## config.mk

```make
export PLATFORM = sky130hd
export DESIGN_NAME = least_squares_line_fit_unit
export DESIGN_NICKNAME = d
export VERILOG_FILES = /design/src/sv/lslf_pkg.sv /design/src/sv/lslf_acc.sv /design/src/sv/lslf_mul.sv /design/src/sv/lslf_div.sv /design/src/sv/lslf_solve.sv /design/src/sv/least_squares_line_fit_unit.sv
export SDC_FILE = /design/constraint.sdc
export NUM_CORES = 2
export LEC_CHECK = 0
export ABC_CLOCK_PERIOD_IN_PS = 20300
export BUFFER_PORTS_ARGS = -buffer_cell sky130_fd_sc_hd__buf_2
export CAP_MARGIN = 20
export CORE_MARGIN = 4
export CORE_UTILIZATION = 40
export DETAILED_ROUTE_END_ITERATION = 10
export GPL_TIMING_DRIVEN = 0
export PLACE_DENSITY = 0.55
export SYNTH_ARGS = -nofsm -noshare
export SYNTH_HDL_FRONTEND = slang
export SYNTH_HIERARCHICAL = 1
export SYNTH_SLANG_ARGS = --single-unit
export TNS_END_PERCENT = 20
```

## constraint.sdc

```tcl
create_clock -name clk -period 20.3 [get_ports clk]
set_input_delay 6.09 -clock clk [delete_from_list [all_inputs] [get_ports clk]]
set_output_delay 6.09 -clock clk [all_outputs]
set_load 0.03 [all_outputs]
```

## src/sv/lslf_pkg.sv

```systemverilog
package lslf_pkg;

	localparam int unsigned DEF_MAX_POINTS = 4096;
	localparam int unsigned DEF_COORD_BITS = 10;

	// Width of the fit datapath
	localparam int unsigned WORD_W    = 64;
	localparam int unsigned FRAC_BITS = 16;

	localparam int unsigned CFG_W     = 11;
	localparam int unsigned CFG_IDX_W = 1;
	localparam logic [CFG_IDX_W-1:0] REG_IMAGE_WIDTH  = 1'b0;
	localparam logic [CFG_IDX_W-1:0] REG_IMAGE_HEIGHT = 1'b1;
	localparam logic [CFG_W-1:0]     DIM_RESET        = 11'd500;

	localparam int unsigned OUT_DATA_W = 224;
	localparam int unsigned OUT_USER_W = 2;

	localparam logic signed [WORD_W-1:0] Q_ONE   = 64'sd1 <<< FRAC_BITS;
	localparam logic signed [WORD_W-1:0] S48_MAX = 64'sh0000_7FFF_FFFF_FFFF;
	localparam logic signed [WORD_W-1:0] S48_MIN = 64'shFFFF_8000_0000_0000;
	localparam logic signed [WORD_W-1:0] S32_MAX = 64'sh0000_0000_7FFF_FFFF;
	localparam logic signed [WORD_W-1:0] S32_MIN = 64'shFFFF_FFFF_8000_0000;

	typedef logic signed [WORD_W-1:0] word_t;

	// Snapshot of the accumulators for one point set
	typedef struct packed {
		logic [WORD_W-1:0] n;
		logic [WORD_W-1:0] sx;
		logic [WORD_W-1:0] sy;
		logic [WORD_W-1:0] sxx;
		logic [WORD_W-1:0] sxy;
	} sums_t;

	typedef struct packed {
		logic              start;
		logic [WORD_W-1:0] a;
		logic [WORD_W-1:0] b;
	} op_req_t;

	typedef struct packed {
		logic              done;
		logic [WORD_W-1:0] res;
	} op_rsp_t;

	function automatic word_t clamp48(input word_t v);
		if (v > S48_MAX) return S48_MAX;
		if (v < S48_MIN) return S48_MIN;
		return v;
	endfunction

	function automatic logic [31:0] sat32(input word_t v);
		if (v > S32_MAX) return 32'h7FFF_FFFF;
		if (v < S32_MIN) return 32'h8000_0000;
		return v[31:0];
	endfunction

	// Divide by 2^FRAC_BITS, truncating toward zero
	function automatic word_t trunc_q(input word_t v);
		word_t b;
		b = v + (v[WORD_W-1] ? (Q_ONE - 64'sd1) : 64'sd0);
		return b >>> FRAC_BITS;
	endfunction

endpackage

```

## src/sv/lslf_acc.sv

```systemverilog
module lslf_acc #(
	parameter int unsigned MAX_POINTS = lslf_pkg::DEF_MAX_POINTS,
	parameter int unsigned COORD_BITS = lslf_pkg::DEF_COORD_BITS
) (
	input  logic                  clk,
	input  logic                  arst_n,
	input  logic                  pt_valid,
	output logic                  pt_ready,
	input  logic [COORD_BITS-1:0] px,
	input  logic [COORD_BITS-1:0] py,
	input  logic                  pt_last,
	input  logic                  job_room,
	output logic                  job_valid,
	output lslf_pkg::sums_t       job
);
	import lslf_pkg::*;

	localparam int unsigned CNT_W = $clog2(MAX_POINTS + 1);
	localparam int unsigned SUM_W = COORD_BITS + CNT_W;
	localparam int unsigned SQ_W  = 2 * COORD_BITS + CNT_W;

	logic [CNT_W-1:0] cnt_q, cnt_nxt;
	logic [SUM_W-1:0] sx_q, sy_q, sx_nxt, sy_nxt;
	logic [SQ_W-1:0]  sxx_q, sxy_q, sxx_nxt, sxy_nxt;
	logic [2*COORD_BITS-1:0] pxx, pxy;
	logic accept, keep;

	assign pt_ready = job_room;
	assign accept   = pt_valid && pt_ready;
	assign keep     = cnt_q < CNT_W'(MAX_POINTS);
	assign pxx      = px * px;
	assign pxy      = px * py;

	// Drop points beyond the limit; the count saturates
	always_comb begin
		cnt_nxt = cnt_q;
		sx_nxt  = sx_q;
		sy_nxt  = sy_q;
		sxx_nxt = sxx_q;
		sxy_nxt = sxy_q;
		if (keep) begin
			cnt_nxt = cnt_q + CNT_W'(1);
			sx_nxt  = sx_q + SUM_W'(px);
			sy_nxt  = sy_q + SUM_W'(py);
			sxx_nxt = sxx_q + SQ_W'(pxx);
			sxy_nxt = sxy_q + SQ_W'(pxy);
		end
	end

	assign job_valid = accept && pt_last;
	assign job.n     = WORD_W'(cnt_nxt);
	assign job.sx    = WORD_W'(sx_nxt);
	assign job.sy    = WORD_W'(sy_nxt);
	assign job.sxx   = WORD_W'(sxx_nxt);
	assign job.sxy   = WORD_W'(sxy_nxt);

	always_ff @(posedge clk or negedge arst_n) begin
		if (!arst_n) begin
			cnt_q <= '0;
			sx_q  <= '0;
			sy_q  <= '0;
			sxx_q <= '0;
			sxy_q <= '0;
		end else if (accept) begin
			if (pt_last) begin
				cnt_q <= '0;
				sx_q  <= '0;
				sy_q  <= '0;
				sxx_q <= '0;
				sxy_q <= '0;
			end else begin
				cnt_q <= cnt_nxt;
				sx_q  <= sx_nxt;
				sy_q  <= sy_nxt;
				sxx_q <= sxx_nxt;
				sxy_q <= sxy_nxt;
			end
		end
	end

endmodule

```

## src/sv/lslf_mul.sv

```systemverilog
module lslf_mul (
	input  logic              clk,
	input  logic              arst_n,
	input  lslf_pkg::op_req_t req,
	output lslf_pkg::op_rsp_t rsp
);
	import lslf_pkg::*;

	localparam int unsigned CNT_W = $clog2(WORD_W);

	logic              busy_q, done_q;
	logic [CNT_W-1:0]  cnt_q;
	logic [WORD_W-1:0] a_q, b_q, p_q;

	assign rsp.done = done_q;
	assign rsp.res  = p_q;

	// Shift-add, one multiplier bit per cycle; low word of the product
	always_ff @(posedge clk or negedge arst_n) begin
		if (!arst_n) begin
			busy_q <= 1'b0;
			done_q <= 1'b0;
			cnt_q  <= '0;
		end else begin
			done_q <= busy_q && !req.start && (&cnt_q);
			if (req.start) begin
				a_q    <= req.a;
				b_q    <= req.b;
				p_q    <= '0;
				cnt_q  <= '0;
				busy_q <= 1'b1;
			end else if (busy_q) begin
				if (b_q[0]) p_q <= p_q + a_q;
				a_q   <= a_q << 1;
				b_q   <= b_q >> 1;
				cnt_q <= cnt_q + CNT_W'(1);
				if (&cnt_q) busy_q <= 1'b0;
			end
		end
	end

endmodule

```

## src/sv/lslf_div.sv

```systemverilog
module lslf_div (
	input  logic              clk,
	input  logic              arst_n,
	input  lslf_pkg::op_req_t req,
	output lslf_pkg::op_rsp_t rsp
);
	import lslf_pkg::*;

	localparam int unsigned CNT_W = $clog2(WORD_W);

	logic              busy_q, done_q, neg_q;
	logic [CNT_W-1:0]  cnt_q;
	logic [WORD_W-1:0] rem_q, quo_q, dvs_q;
	logic [WORD_W:0]   rem_sh, diff;

	assign rem_sh   = {rem_q, quo_q[WORD_W-1]};
	assign diff     = rem_sh - {1'b0, dvs_q};
	assign rsp.done = done_q;
	assign rsp.res  = neg_q ? (~quo_q + WORD_W'(1)) : quo_q;

	// Signed quotient truncated toward zero: restoring division on magnitudes
	always_ff @(posedge clk or negedge arst_n) begin
		if (!arst_n) begin
			busy_q <= 1'b0;
			done_q <= 1'b0;
			cnt_q  <= '0;
		end else begin
			done_q <= busy_q && !req.start && (&cnt_q);
			if (req.start) begin
				neg_q  <= req.a[WORD_W-1] ^ req.b[WORD_W-1];
				quo_q  <= req.a[WORD_W-1] ? (~req.a + WORD_W'(1)) : req.a;
				dvs_q  <= req.b[WORD_W-1] ? (~req.b + WORD_W'(1)) : req.b;
				rem_q  <= '0;
				cnt_q  <= '0;
				busy_q <= 1'b1;
			end else if (busy_q) begin
				if (!diff[WORD_W]) begin
					rem_q <= diff[WORD_W-1:0];
					quo_q <= {quo_q[WORD_W-2:0], 1'b1};
				end else begin
					rem_q <= rem_sh[WORD_W-1:0];
					quo_q <= {quo_q[WORD_W-2:0], 1'b0};
				end
				cnt_q <= cnt_q + CNT_W'(1);
				if (&cnt_q) busy_q <= 1'b0;
			end
		end
	end

endmodule

```

## src/sv/lslf_solve.sv

```systemverilog
module lslf_solve (
	input  logic                               clk,
	input  logic                               arst_n,
	input  logic                               job_valid,
	output logic                               job_ready,
	input  lslf_pkg::sums_t                    job,
	input  logic [lslf_pkg::CFG_W-1:0]         img_w,
	input  logic [lslf_pkg::CFG_W-1:0]         img_h,
	output logic                               m_tvalid,
	input  logic                               m_tready,
	output logic [lslf_pkg::OUT_DATA_W-1:0]    m_tdata,
	output logic [lslf_pkg::OUT_USER_W-1:0]    m_tuser
);
	import lslf_pkg::*;

	typedef enum logic [13:0] {
		ST_IDLE = 14'b00000000000001,
		ST_MUL1 = 14'b00000000000010,
		ST_MUL2 = 14'b00000000000100,
		ST_CHK  = 14'b00000000001000,
		ST_MUL3 = 14'b00000000010000,
		ST_MUL4 = 14'b00000000100000,
		ST_DIV1 = 14'b00000001000000,
		ST_MUL5 = 14'b00000010000000,
		ST_DIV2 = 14'b00000100000000,
		ST_MUL6 = 14'b00001000000000,
		ST_DIV3 = 14'b00010000000000,
		ST_DIV4 = 14'b00100000000000,
		ST_EMIT = 14'b01000000000000,
		ST_HOLD = 14'b10000000000000
	} state_t;

	state_t  state_q;
	op_req_t mreq, dreq;
	op_rsp_t mrsp, drsp;
	logic    mstart_q, dstart_q, m_go, d_go;
	logic [WORD_W-1:0] ma_q, mb_q, da_q, db_q;
	word_t   n_q, sx_q, sy_q, sxy_q, t_q, den_q;
	word_t   slope_q, icpt_q, x1_q, y1_q, x2_q, y2_q;
	logic    steep_q, degen_q;
	word_t   mres, dres, slope_c, icpt_c, w_m1, h_m1;
	logic    steep_c, degen_c;
	logic    out_valid_q;
	logic [OUT_DATA_W-1:0] out_data_q;
	logic [OUT_USER_W-1:0] out_user_q;

	assign mreq = '{start: mstart_q, a: ma_q, b: mb_q};
	assign dreq = '{start: dstart_q, a: da_q, b: db_q};

	lslf_mul u_mul (.clk(clk), .arst_n(arst_n), .req(mreq), .rsp(mrsp));
	lslf_div u_div (.clk(clk), .arst_n(arst_n), .req(dreq), .rsp(drsp));

	assign mres    = word_t'(mrsp.res);
	assign dres    = word_t'(drsp.res);
	assign slope_c = clamp48(dres);
	assign icpt_c  = clamp48(dres);
	assign steep_c = !((slope_q > -Q_ONE) && (slope_q < Q_ONE));
	assign degen_c = (n_q == '0) || (den_q == '0);
	assign w_m1    = word_t'({{(WORD_W-CFG_W){1'b0}}, img_w}) - 64'sd1;
	assign h_m1    = word_t'({{(WORD_W-CFG_W){1'b0}}, img_h}) - 64'sd1;

	assign job_ready = (state_q == ST_IDLE);
	assign m_tvalid  = out_valid_q;
	assign m_tdata   = out_data_q;
	assign m_tuser   = out_user_q;

	// Launch the next serial operation as the current step finishes
	always_comb begin
		m_go = 1'b0;
		d_go = 1'b0;
		unique case (state_q)
			ST_IDLE:          m_go = job_valid;
			ST_MUL1, ST_MUL3: m_go = mrsp.done;
			ST_CHK:           m_go = !degen_c;
			ST_MUL4, ST_MUL5: d_go = mrsp.done;
			ST_DIV1:          m_go = drsp.done;
			ST_DIV2: begin
				m_go = drsp.done && !steep_c;
				d_go = drsp.done && steep_c;
			end
			ST_DIV3:          d_go = drsp.done;
			default: ;
		endcase
	end

	always_ff @(posedge clk or negedge arst_n) begin
		if (!arst_n) begin
			state_q     <= ST_IDLE;
			mstart_q    <= 1'b0;
			dstart_q    <= 1'b0;
			out_valid_q <= 1'b0;
		end else begin
			mstart_q <= m_go;
			dstart_q <= d_go;
			if (out_valid_q && m_tready && state_q != ST_HOLD) out_valid_q <= 1'b0;
			unique case (state_q)
				ST_IDLE: begin
					if (job_valid) begin
						n_q   <= word_t'(job.n);
						sx_q  <= word_t'(job.sx);
						sy_q  <= word_t'(job.sy);
						sxy_q <= word_t'(job.sxy);
						ma_q  <= job.n;
						mb_q  <= job.sxx;
						state_q <= ST_MUL1;
					end
				end
				ST_MUL1: begin
					if (mrsp.done) begin
						t_q     <= mres;
						ma_q    <= sx_q;
						mb_q    <= sx_q;
						state_q <= ST_MUL2;
					end
				end
				ST_MUL2: begin
					if (mrsp.done) begin
						den_q   <= t_q - mres;
						state_q <= ST_CHK;
					end
				end
				ST_CHK: begin
					if (degen_c) begin
						slope_q <= '0;
						icpt_q  <= '0;
						x1_q    <= '0;
						y1_q    <= '0;
						x2_q    <= '0;
						y2_q    <= '0;
						steep_q <= 1'b0;
						degen_q <= 1'b1;
						state_q <= ST_EMIT;
					end else begin
						degen_q <= 1'b0;
						ma_q    <= n_q;
						mb_q    <= sxy_q;
						state_q <= ST_MUL3;
					end
				end
				ST_MUL3: begin
					if (mrsp.done) begin
						t_q     <= mres;
						ma_q    <= sx_q;
						mb_q    <= sy_q;
						state_q <= ST_MUL4;
					end
				end
				ST_MUL4: begin
					if (mrsp.done) begin
						da_q    <= (t_q - mres) <<< FRAC_BITS;
						db_q    <= den_q;
						state_q <= ST_DIV1;
					end
				end
				ST_DIV1: begin
					if (drsp.done) begin
						slope_q <= slope_c;
						ma_q    <= slope_c;
						mb_q    <= sx_q;
						state_q <= ST_MUL5;
					end
				end
				ST_MUL5: begin
					if (mrsp.done) begin
						da_q    <= (sy_q <<< FRAC_BITS) - mres;
						db_q    <= n_q;
						state_q <= ST_DIV2;
					end
				end
				ST_DIV2: begin
					if (drsp.done) begin
						icpt_q  <= icpt_c;
						steep_q <= steep_c;
						if (!steep_c) begin
							x1_q    <= '0;
							y1_q    <= trunc_q(icpt_c);
							x2_q    <= w_m1;
							ma_q    <= slope_q;
							mb_q    <= w_m1;
							state_q <= ST_MUL6;
						end else begin
							y1_q    <= '0;
							y2_q    <= h_m1;
							da_q    <= -icpt_c;
							db_q    <= slope_q;
							state_q <= ST_DIV3;
						end
					end
				end
				ST_MUL6: begin
					if (mrsp.done) begin
						y2_q    <= trunc_q(icpt_q + mres);
						state_q <= ST_EMIT;
					end
				end
				ST_DIV3: begin
					if (drsp.done) begin
						x1_q    <= dres;
						da_q    <= (y2_q <<< FRAC_BITS) - icpt_q;
						db_q    <= slope_q;
						state_q <= ST_DIV4;
					end
				end
				ST_DIV4: begin
					if (drsp.done) begin
						x2_q    <= dres;
						state_q <= ST_EMIT;
					end
				end
				ST_EMIT: begin
					state_q <= ST_HOLD;
				end
				ST_HOLD: begin
					// Wait for the output register to free up
					if (!out_valid_q || m_tready) begin
						out_valid_q <= 1'b1;
						out_data_q  <= {sat32(y2_q), sat32(x2_q), sat32(y1_q), sat32(x1_q),
							icpt_q[47:0], slope_q[47:0]};
						out_user_q  <= {degen_q, steep_q};
						state_q     <= ST_IDLE;
					end
				end
				default: state_q <= ST_IDLE;
			endcase
		end
	end

endmodule

```

## src/sv/least_squares_line_fit_unit.sv

```systemverilog
// Least-squares line fit. Points stream in on the s_ side, one word per point, and are
// summed (count, x, y, x*x, x*y) at one word per cycle. The word with s_tlast set closes
// a point set: its sums go into a two-entry job queue and the accumulators clear. The
// back end solves each job with one shared serial 64-bit multiplier and one shared
// serial divider. Points keep flowing while the back end works; the input stalls only
// when the job queue holds two sets. Results are Q32.16 slope and intercept, endpoints
// at the image edges saturated to 32 bits, and the steep and degenerate flags.
module least_squares_line_fit_unit #(
	parameter int unsigned MAX_POINTS = lslf_pkg::DEF_MAX_POINTS,
	parameter int unsigned COORD_BITS = lslf_pkg::DEF_COORD_BITS,
	parameter int unsigned IN_DATA_W  = ((2 * COORD_BITS + 7) / 8) * 8
) (
	input  logic                                  clk,
	input  logic                                  arst_n,
	// Configuration write port
	input  logic                                  cfg_we,
	input  logic [lslf_pkg::CFG_IDX_W-1:0]        cfg_index,
	input  logic [lslf_pkg::CFG_W-1:0]            cfg_data,
	// Point stream
	input  logic                                  s_tvalid,
	output logic                                  s_tready,
	input  logic [IN_DATA_W-1:0]                  s_tdata,   // point_x, point_y
	input  logic                                  s_tlast,   // last_point
	// Result stream
	output logic                                  m_tvalid,
	input  logic                                  m_tready,
	output logic [lslf_pkg::OUT_DATA_W-1:0]       m_tdata,   // slope, intercept, start_x,
	                                                         // start_y, end_x, end_y
	output logic [lslf_pkg::OUT_USER_W-1:0]       m_tuser    // steep, degenerate
);
	import lslf_pkg::*;

	logic [CFG_W-1:0] img_w_q, img_h_q;

	// Job queue between front and back
	sums_t      fifo_q [2];
	logic       wp_q, rp_q;
	logic [1:0] fill_q;
	logic       push, pop, room, acc_job_valid, solve_ready;
	sums_t      acc_job;

	always_ff @(posedge clk or negedge arst_n) begin
		if (!arst_n) begin
			img_w_q <= DIM_RESET;
			img_h_q <= DIM_RESET;
		end else if (cfg_we) begin
			unique case (cfg_index)
				REG_IMAGE_WIDTH:  img_w_q <= cfg_data;
				REG_IMAGE_HEIGHT: img_h_q <= cfg_data;
				default: ;
			endcase
		end
	end

	lslf_acc #(
		.MAX_POINTS(MAX_POINTS),
		.COORD_BITS(COORD_BITS)
	) u_acc (
		.clk      (clk),
		.arst_n   (arst_n),
		.pt_valid (s_tvalid),
		.pt_ready (s_tready),
		.px       (s_tdata[COORD_BITS-1:0]),
		.py       (s_tdata[2*COORD_BITS-1:COORD_BITS]),
		.pt_last  (s_tlast),
		.job_room (room),
		.job_valid(acc_job_valid),
		.job      (acc_job)
	);

	// Hold the input while the queue is full
	assign room = (fill_q != 2'd2);
	assign push = acc_job_valid;
	assign pop  = solve_ready && (fill_q != 2'd0);

	always_ff @(posedge clk or negedge arst_n) begin
		if (!arst_n) begin
			wp_q   <= 1'b0;
			rp_q   <= 1'b0;
			fill_q <= 2'd0;
		end else begin
			if (push) begin
				fifo_q[wp_q] <= acc_job;
				wp_q         <= ~wp_q;
			end
			if (pop) rp_q <= ~rp_q;
			if (push && !pop)      fill_q <= fill_q + 2'd1;
			else if (pop && !push) fill_q <= fill_q - 2'd1;
		end
	end

	lslf_solve u_solve (
		.clk      (clk),
		.arst_n   (arst_n),
		.job_valid(fill_q != 2'd0),
		.job_ready(solve_ready),
		.job      (fifo_q[rp_q]),
		.img_w    (img_w_q),
		.img_h    (img_h_q),
		.m_tvalid (m_tvalid),
		.m_tready (m_tready),
		.m_tdata  (m_tdata),
		.m_tuser  (m_tuser)
	);

endmodule
```

==> impl_metrics.sql <==
INSERT INTO impl_metrics (metric_group, metric, value, unit) VALUES
('critical_path', 'critPathLaunchType', 'register', ''),
('critical_path', 'delay_contributed_by_the_slowest_stage_of_the_critical_path', '0.84', 'ns'),
('cells_and_area', 'design.final.nets', '13758', ''),
('critical_path', 'critical_path.max_fanout', '10', ''),
('logic_synthesis', 'synthFlopType', 'sky130_fd_sc_hd__edfxtp_1', ''),
('sta', 'final.period_utilization', '0.670', ''),
('clock_network', 'clock_sink_count', '2429', ''),
('global_route', 'groute.layer.met1.usage', '0.426', ''),
('logic_synthesis', 'synth_edf_count', '2245', ''),
('clock_network', 'ctsResizeCount', '0', ''),
('critical_path', 'slowest_stage_cell_cp', 'sky130_fd_sc_hd__clkbuf_1', ''),
('sta', 'setup_viol_count_final', '0', ''),
('global_route', 'grt_busiest_layer', 'met2', ''),
('global_route', 'number_of_antenna_violations_at_the_first_check_in_global_routing', '73', ''),
('logic_synthesis', 'synth_sequential_area_ratio', '0.526', ''),
('clock_network', 'hold_buffers', '0', ''),
('floorplan', 'die_area', '352000', 'sq um'),
('critical_path', 'critical_path.endpoint_type', 'register', ''),
('sta', 'tightest_slew', '1.32', 'ns'),
('floorplan', 'die_h', '593', 'microns'),
('floorplan', 'ioPinCount', '270', ''),
('sta', 'unrepaired_setup_endpoints_after_global_routing', 'no', ''),
('global_route', 'grt_util_met3', '0.0607', ''),
('placement', 'dp.cells', '17279', ''),
('drt', 'routed_wire_length_per_instance', '33.4', 'microns'),
('clock_network', 'cts_htree_levels', '5', ''),
('logic_synthesis', 'synth-seq-cells', '2429', ''),
('logic_synthesis', 'yosys.cell_types.count', '135', ''),
('cells_and_area', 'flip_flop_count_of_the_largest_register_all_copies_and_words_added', '640', ''),
('cells_and_area', 'syn_to_final_growth', '14.9', '%'),
('global_route', 'grt_util_met2', '0.514', ''),
('logic_synthesis', 'synthesis.yosys.warnings', '6', ''),
('floorplan', 'die_x', '593', 'microns'),
('clock_network', 'cts_post_setup_buffers_inserted', '0', ''),
('clock_network', 'worst_skew_pair.late_latency', '0.97', 'ns'),
('drt', 'route.detailed.vias_per_inst', '5.91', ''),
('drt', 'drt_iter0_drc', '12824', ''),
('pwr', 'report.power.total', '21.8', 'mW'),
('sta', 'hold_viol_final', '0', ''),
('placement', 'placement.cell_area', '148000', 'sq um'),
('critical_path', 'critical_path.startpoint', 'u_solve/u_div/quo_q[4]', ''),
('floorplan', 'core_region_area', '341000', 'sq um'),
('sta', 'timing.final.crit_period', '13.60', 'ns'),
('critical_path', 'required', '20.95', 'ns'),
('logic_synthesis', 'mappedNetlistArea', '137000', 'sq um'),
('hold_path', 'worstHoldStart', 'fifo_q[0][238]', ''),
('pwr', 'power_leakage', '60.5', 'nW'),
('global_route', 'first_global_vias', '100580', ''),
('critical_path', 'crit_arrival', '14.25', 'ns'),
('hold_path', 'hold_class', 'reg2reg', ''),
('placement', 'detailedPlacementHpwl', '483000', 'microns'),
('global_route', 'track_usage', '0.329', ''),
('clock_network', 'tritoncts_clock_tree', 'yes', ''),
('clock_network', 'cts-buffers-inserted', '285', ''),
('run', 'max-cap-violations', '0', ''),
('sta', 'finClkSkew', '0.0724', 'ns'),
('clock_network', 'cts.clk_slew.worst_paths', '0.06', 'ns'),
('drt', 'detail_route.first_pass.iterations', '9', ''),
('placement', 'place.gp.congestion', '1.06', ''),
('critical_path', 'critPathKind', 'reg2reg', ''),
('clock_network', 'clockBufferDepth', '4', ''),
('outcome', 'status', 'finished, final reports clean', ''),
('cells_and_area', 'post_layout_nonfiller_instances', '17844', ''),
('cells_and_area', 'regMostFlops', 'fifo_q', ''),
('logic_synthesis', 'post_synth.cell_area_avg', '11.3', 'sq um'),
('critical_path', 'critical_path.most_common_cell', 'sky130_fd_sc_hd__clkbuf_1', ''),
('logic_synthesis', 'synthesis.instances', '12103', ''),
('critical_path', 'timing.rr.start', 'u_solve/u_div/quo_q[4]', ''),
('global_route', 'global_route_wire_length_before_repair', '808000', 'microns'),
('drt', 'vias_post_dr', '105539', ''),
('cells_and_area', 'utilization', '0.462', '');
-- logic make-up after synthesis --
logic type | Yosys count | share of synthesized area
compound gates | 2822 | 0.137
xor+xnor | 750 | 0.0479
fa+ha+maj | 678 | 0.0704
buf+inv | 1400 | 0.0478
flops | 2429 | 0.526
mux | 526 | 0.0509
other cells | 1 | 0.0000274
simple gates | 3497 | 0.121
-- stage by stage --
| step | setup WS (ns) | TNS [ns] | hold WS, ns |
|---|---|---|---|
| floorplan | 4.58 | 0 | 0.400 |
| global placement | -7.30 | -6398.92 | 0.475 |
| detailed placement | 6.60 | 0 | 0.493 |
| CTS | 6.92 | 0 | 0.503 |
| global route | 6.47 | 0 | 0.516 |
| finish | 6.70 | 0 | 0.506 |
-- cell usage after synthesis, types with 92 or more instances --
cell                          n  area [sq um]
sky130_fd_sc_hd__buf_4      203          1520
sky130_fd_sc_hd__xor2_1     266          2330
sky130_fd_sc_hd__nor2_1     915          3430
sky130_fd_sc_hd__ha_1       523          6540
sky130_fd_sc_hd__nor4_1     136           851
sky130_fd_sc_hd__mux2_2     202          2270
sky130_fd_sc_hd__dfrtp_1    171          4280
sky130_fd_sc_hd__fa_1       155          3100
sky130_fd_sc_hd__o31ai_1     92           691
sky130_fd_sc_hd__mux2_4     290          4350
sky130_fd_sc_hd__o21bai_1    93           698
sky130_fd_sc_hd__nand2_1   1265          4750
sky130_fd_sc_hd__a31oi_1    184          1150
sky130_fd_sc_hd__nand4_1    179          1120
sky130_fd_sc_hd__nor3_1     145           726
sky130_fd_sc_hd__xnor2_1    484          4240
sky130_fd_sc_hd__edfxtp_1  2245         67400
sky130_fd_sc_hd__a21oi_1    654          3270
sky130_fd_sc_hd__nand3_1    166           831
sky130_fd_sc_hd__o21ai_0    559          2800
sky130_fd_sc_hd__and2_1     173          1080
sky130_fd_sc_hd__clkbuf_1   458          1720
sky130_fd_sc_hd__a21o_1     280          2100
sky130_fd_sc_hd__inv_1      636          2390
sky130_fd_sc_hd__o21a_1     127           953
sky130_fd_sc_hd__a221oi_1   140          1230
-- power breakdown --
| part | switching, mW | total [mW] | internal [mW] |
|---|---|---|---|
| clock | 2.17 | 5.21 | 3.04 |
| combinational | 5.78 | 9.12 | 3.34 |
| sequential | 0.913 | 7.51 | 6.59 |
-- metal layers --
layer | share of wire | up-vias
li1 | - | 46299
met1 | 0.40 | 52778
met2 | 0.45 | 5318
met3 | 0.080 | 1124
met4 | 0.071 | 20
met5 | 0.00021 | -
-- cells in the final DEF (no fill, tap or decap), types with 202 or more instances in the layout --
master / n
sky130_fd_sc_hd__ha_1: 523
sky130_fd_sc_hd__nor2_1: 907
sky130_fd_sc_hd__clkbuf_16: 293
sky130_fd_sc_hd__o21ai_0: 558
sky130_fd_sc_hd__buf_4: 235
sky130_fd_sc_hd__edfxtp_1: 2245
sky130_fd_sc_hd__xor2_1: 266
sky130_fd_sc_hd__xnor2_1: 467
sky130_fd_sc_hd__inv_1: 636
sky130_fd_sc_hd__mux2_4: 290
sky130_fd_sc_hd__clkbuf_1: 499
sky130_fd_sc_hd__a21o_1: 280
sky130_fd_sc_hd__a21oi_1: 645
sky130_fd_sc_hd__nand2_1: 1265
sky130_fd_sc_hd__buf_2: 301
sky130_fd_sc_hd__mux2_2: 202
-- area by class of cell --
type / count / area [sq um] / area share
Antenna cell: 39 / 97.6 / 0.000620
Buffer: 761 / 4150 / 0.0264
Clock buffer: 346 / 7620 / 0.0484
Clock inverter: 172 / 1750 / 0.0111
Inverter: 639 / 2400 / 0.0152
Multi-Input combinational cell: 8468 / 59500 / 0.378
Sequential cell: 2429 / 72000 / 0.457
Tap cell: 4536 / 5680 / 0.0360
Timing Repair Buffer: 454 / 4230 / 0.0269
-- final timing paths --
path	to	slack [ns]	depth (start not counted)
setup / recovery	u_solve/y1_q[24]	6.70	34
hold / removal	u_solve/sx_q[46]	0.51	1
setup reg to reg	u_solve/y1_q[24]	6.70	34
hold reg to reg	u_solve/sx_q[46]	0.51	1
max in group asynchronous	u_solve/u_div/busy_q	13.11	4
min in group asynchronous	u_solve/u_mul/cnt_q[1]	5.01	1
-- worst max-delay path: cells and delay by family (launching register included) --
kind	cells	cell delay, ns
compound gates	4	1.71
xor+xnor	2	0.35
fa+ha+maj	2	0.45
buf+inv	9	4.77
flops	1	0.48
simple gates	17	5.52
Note: power is estimated with default switching activity, not from simulation.
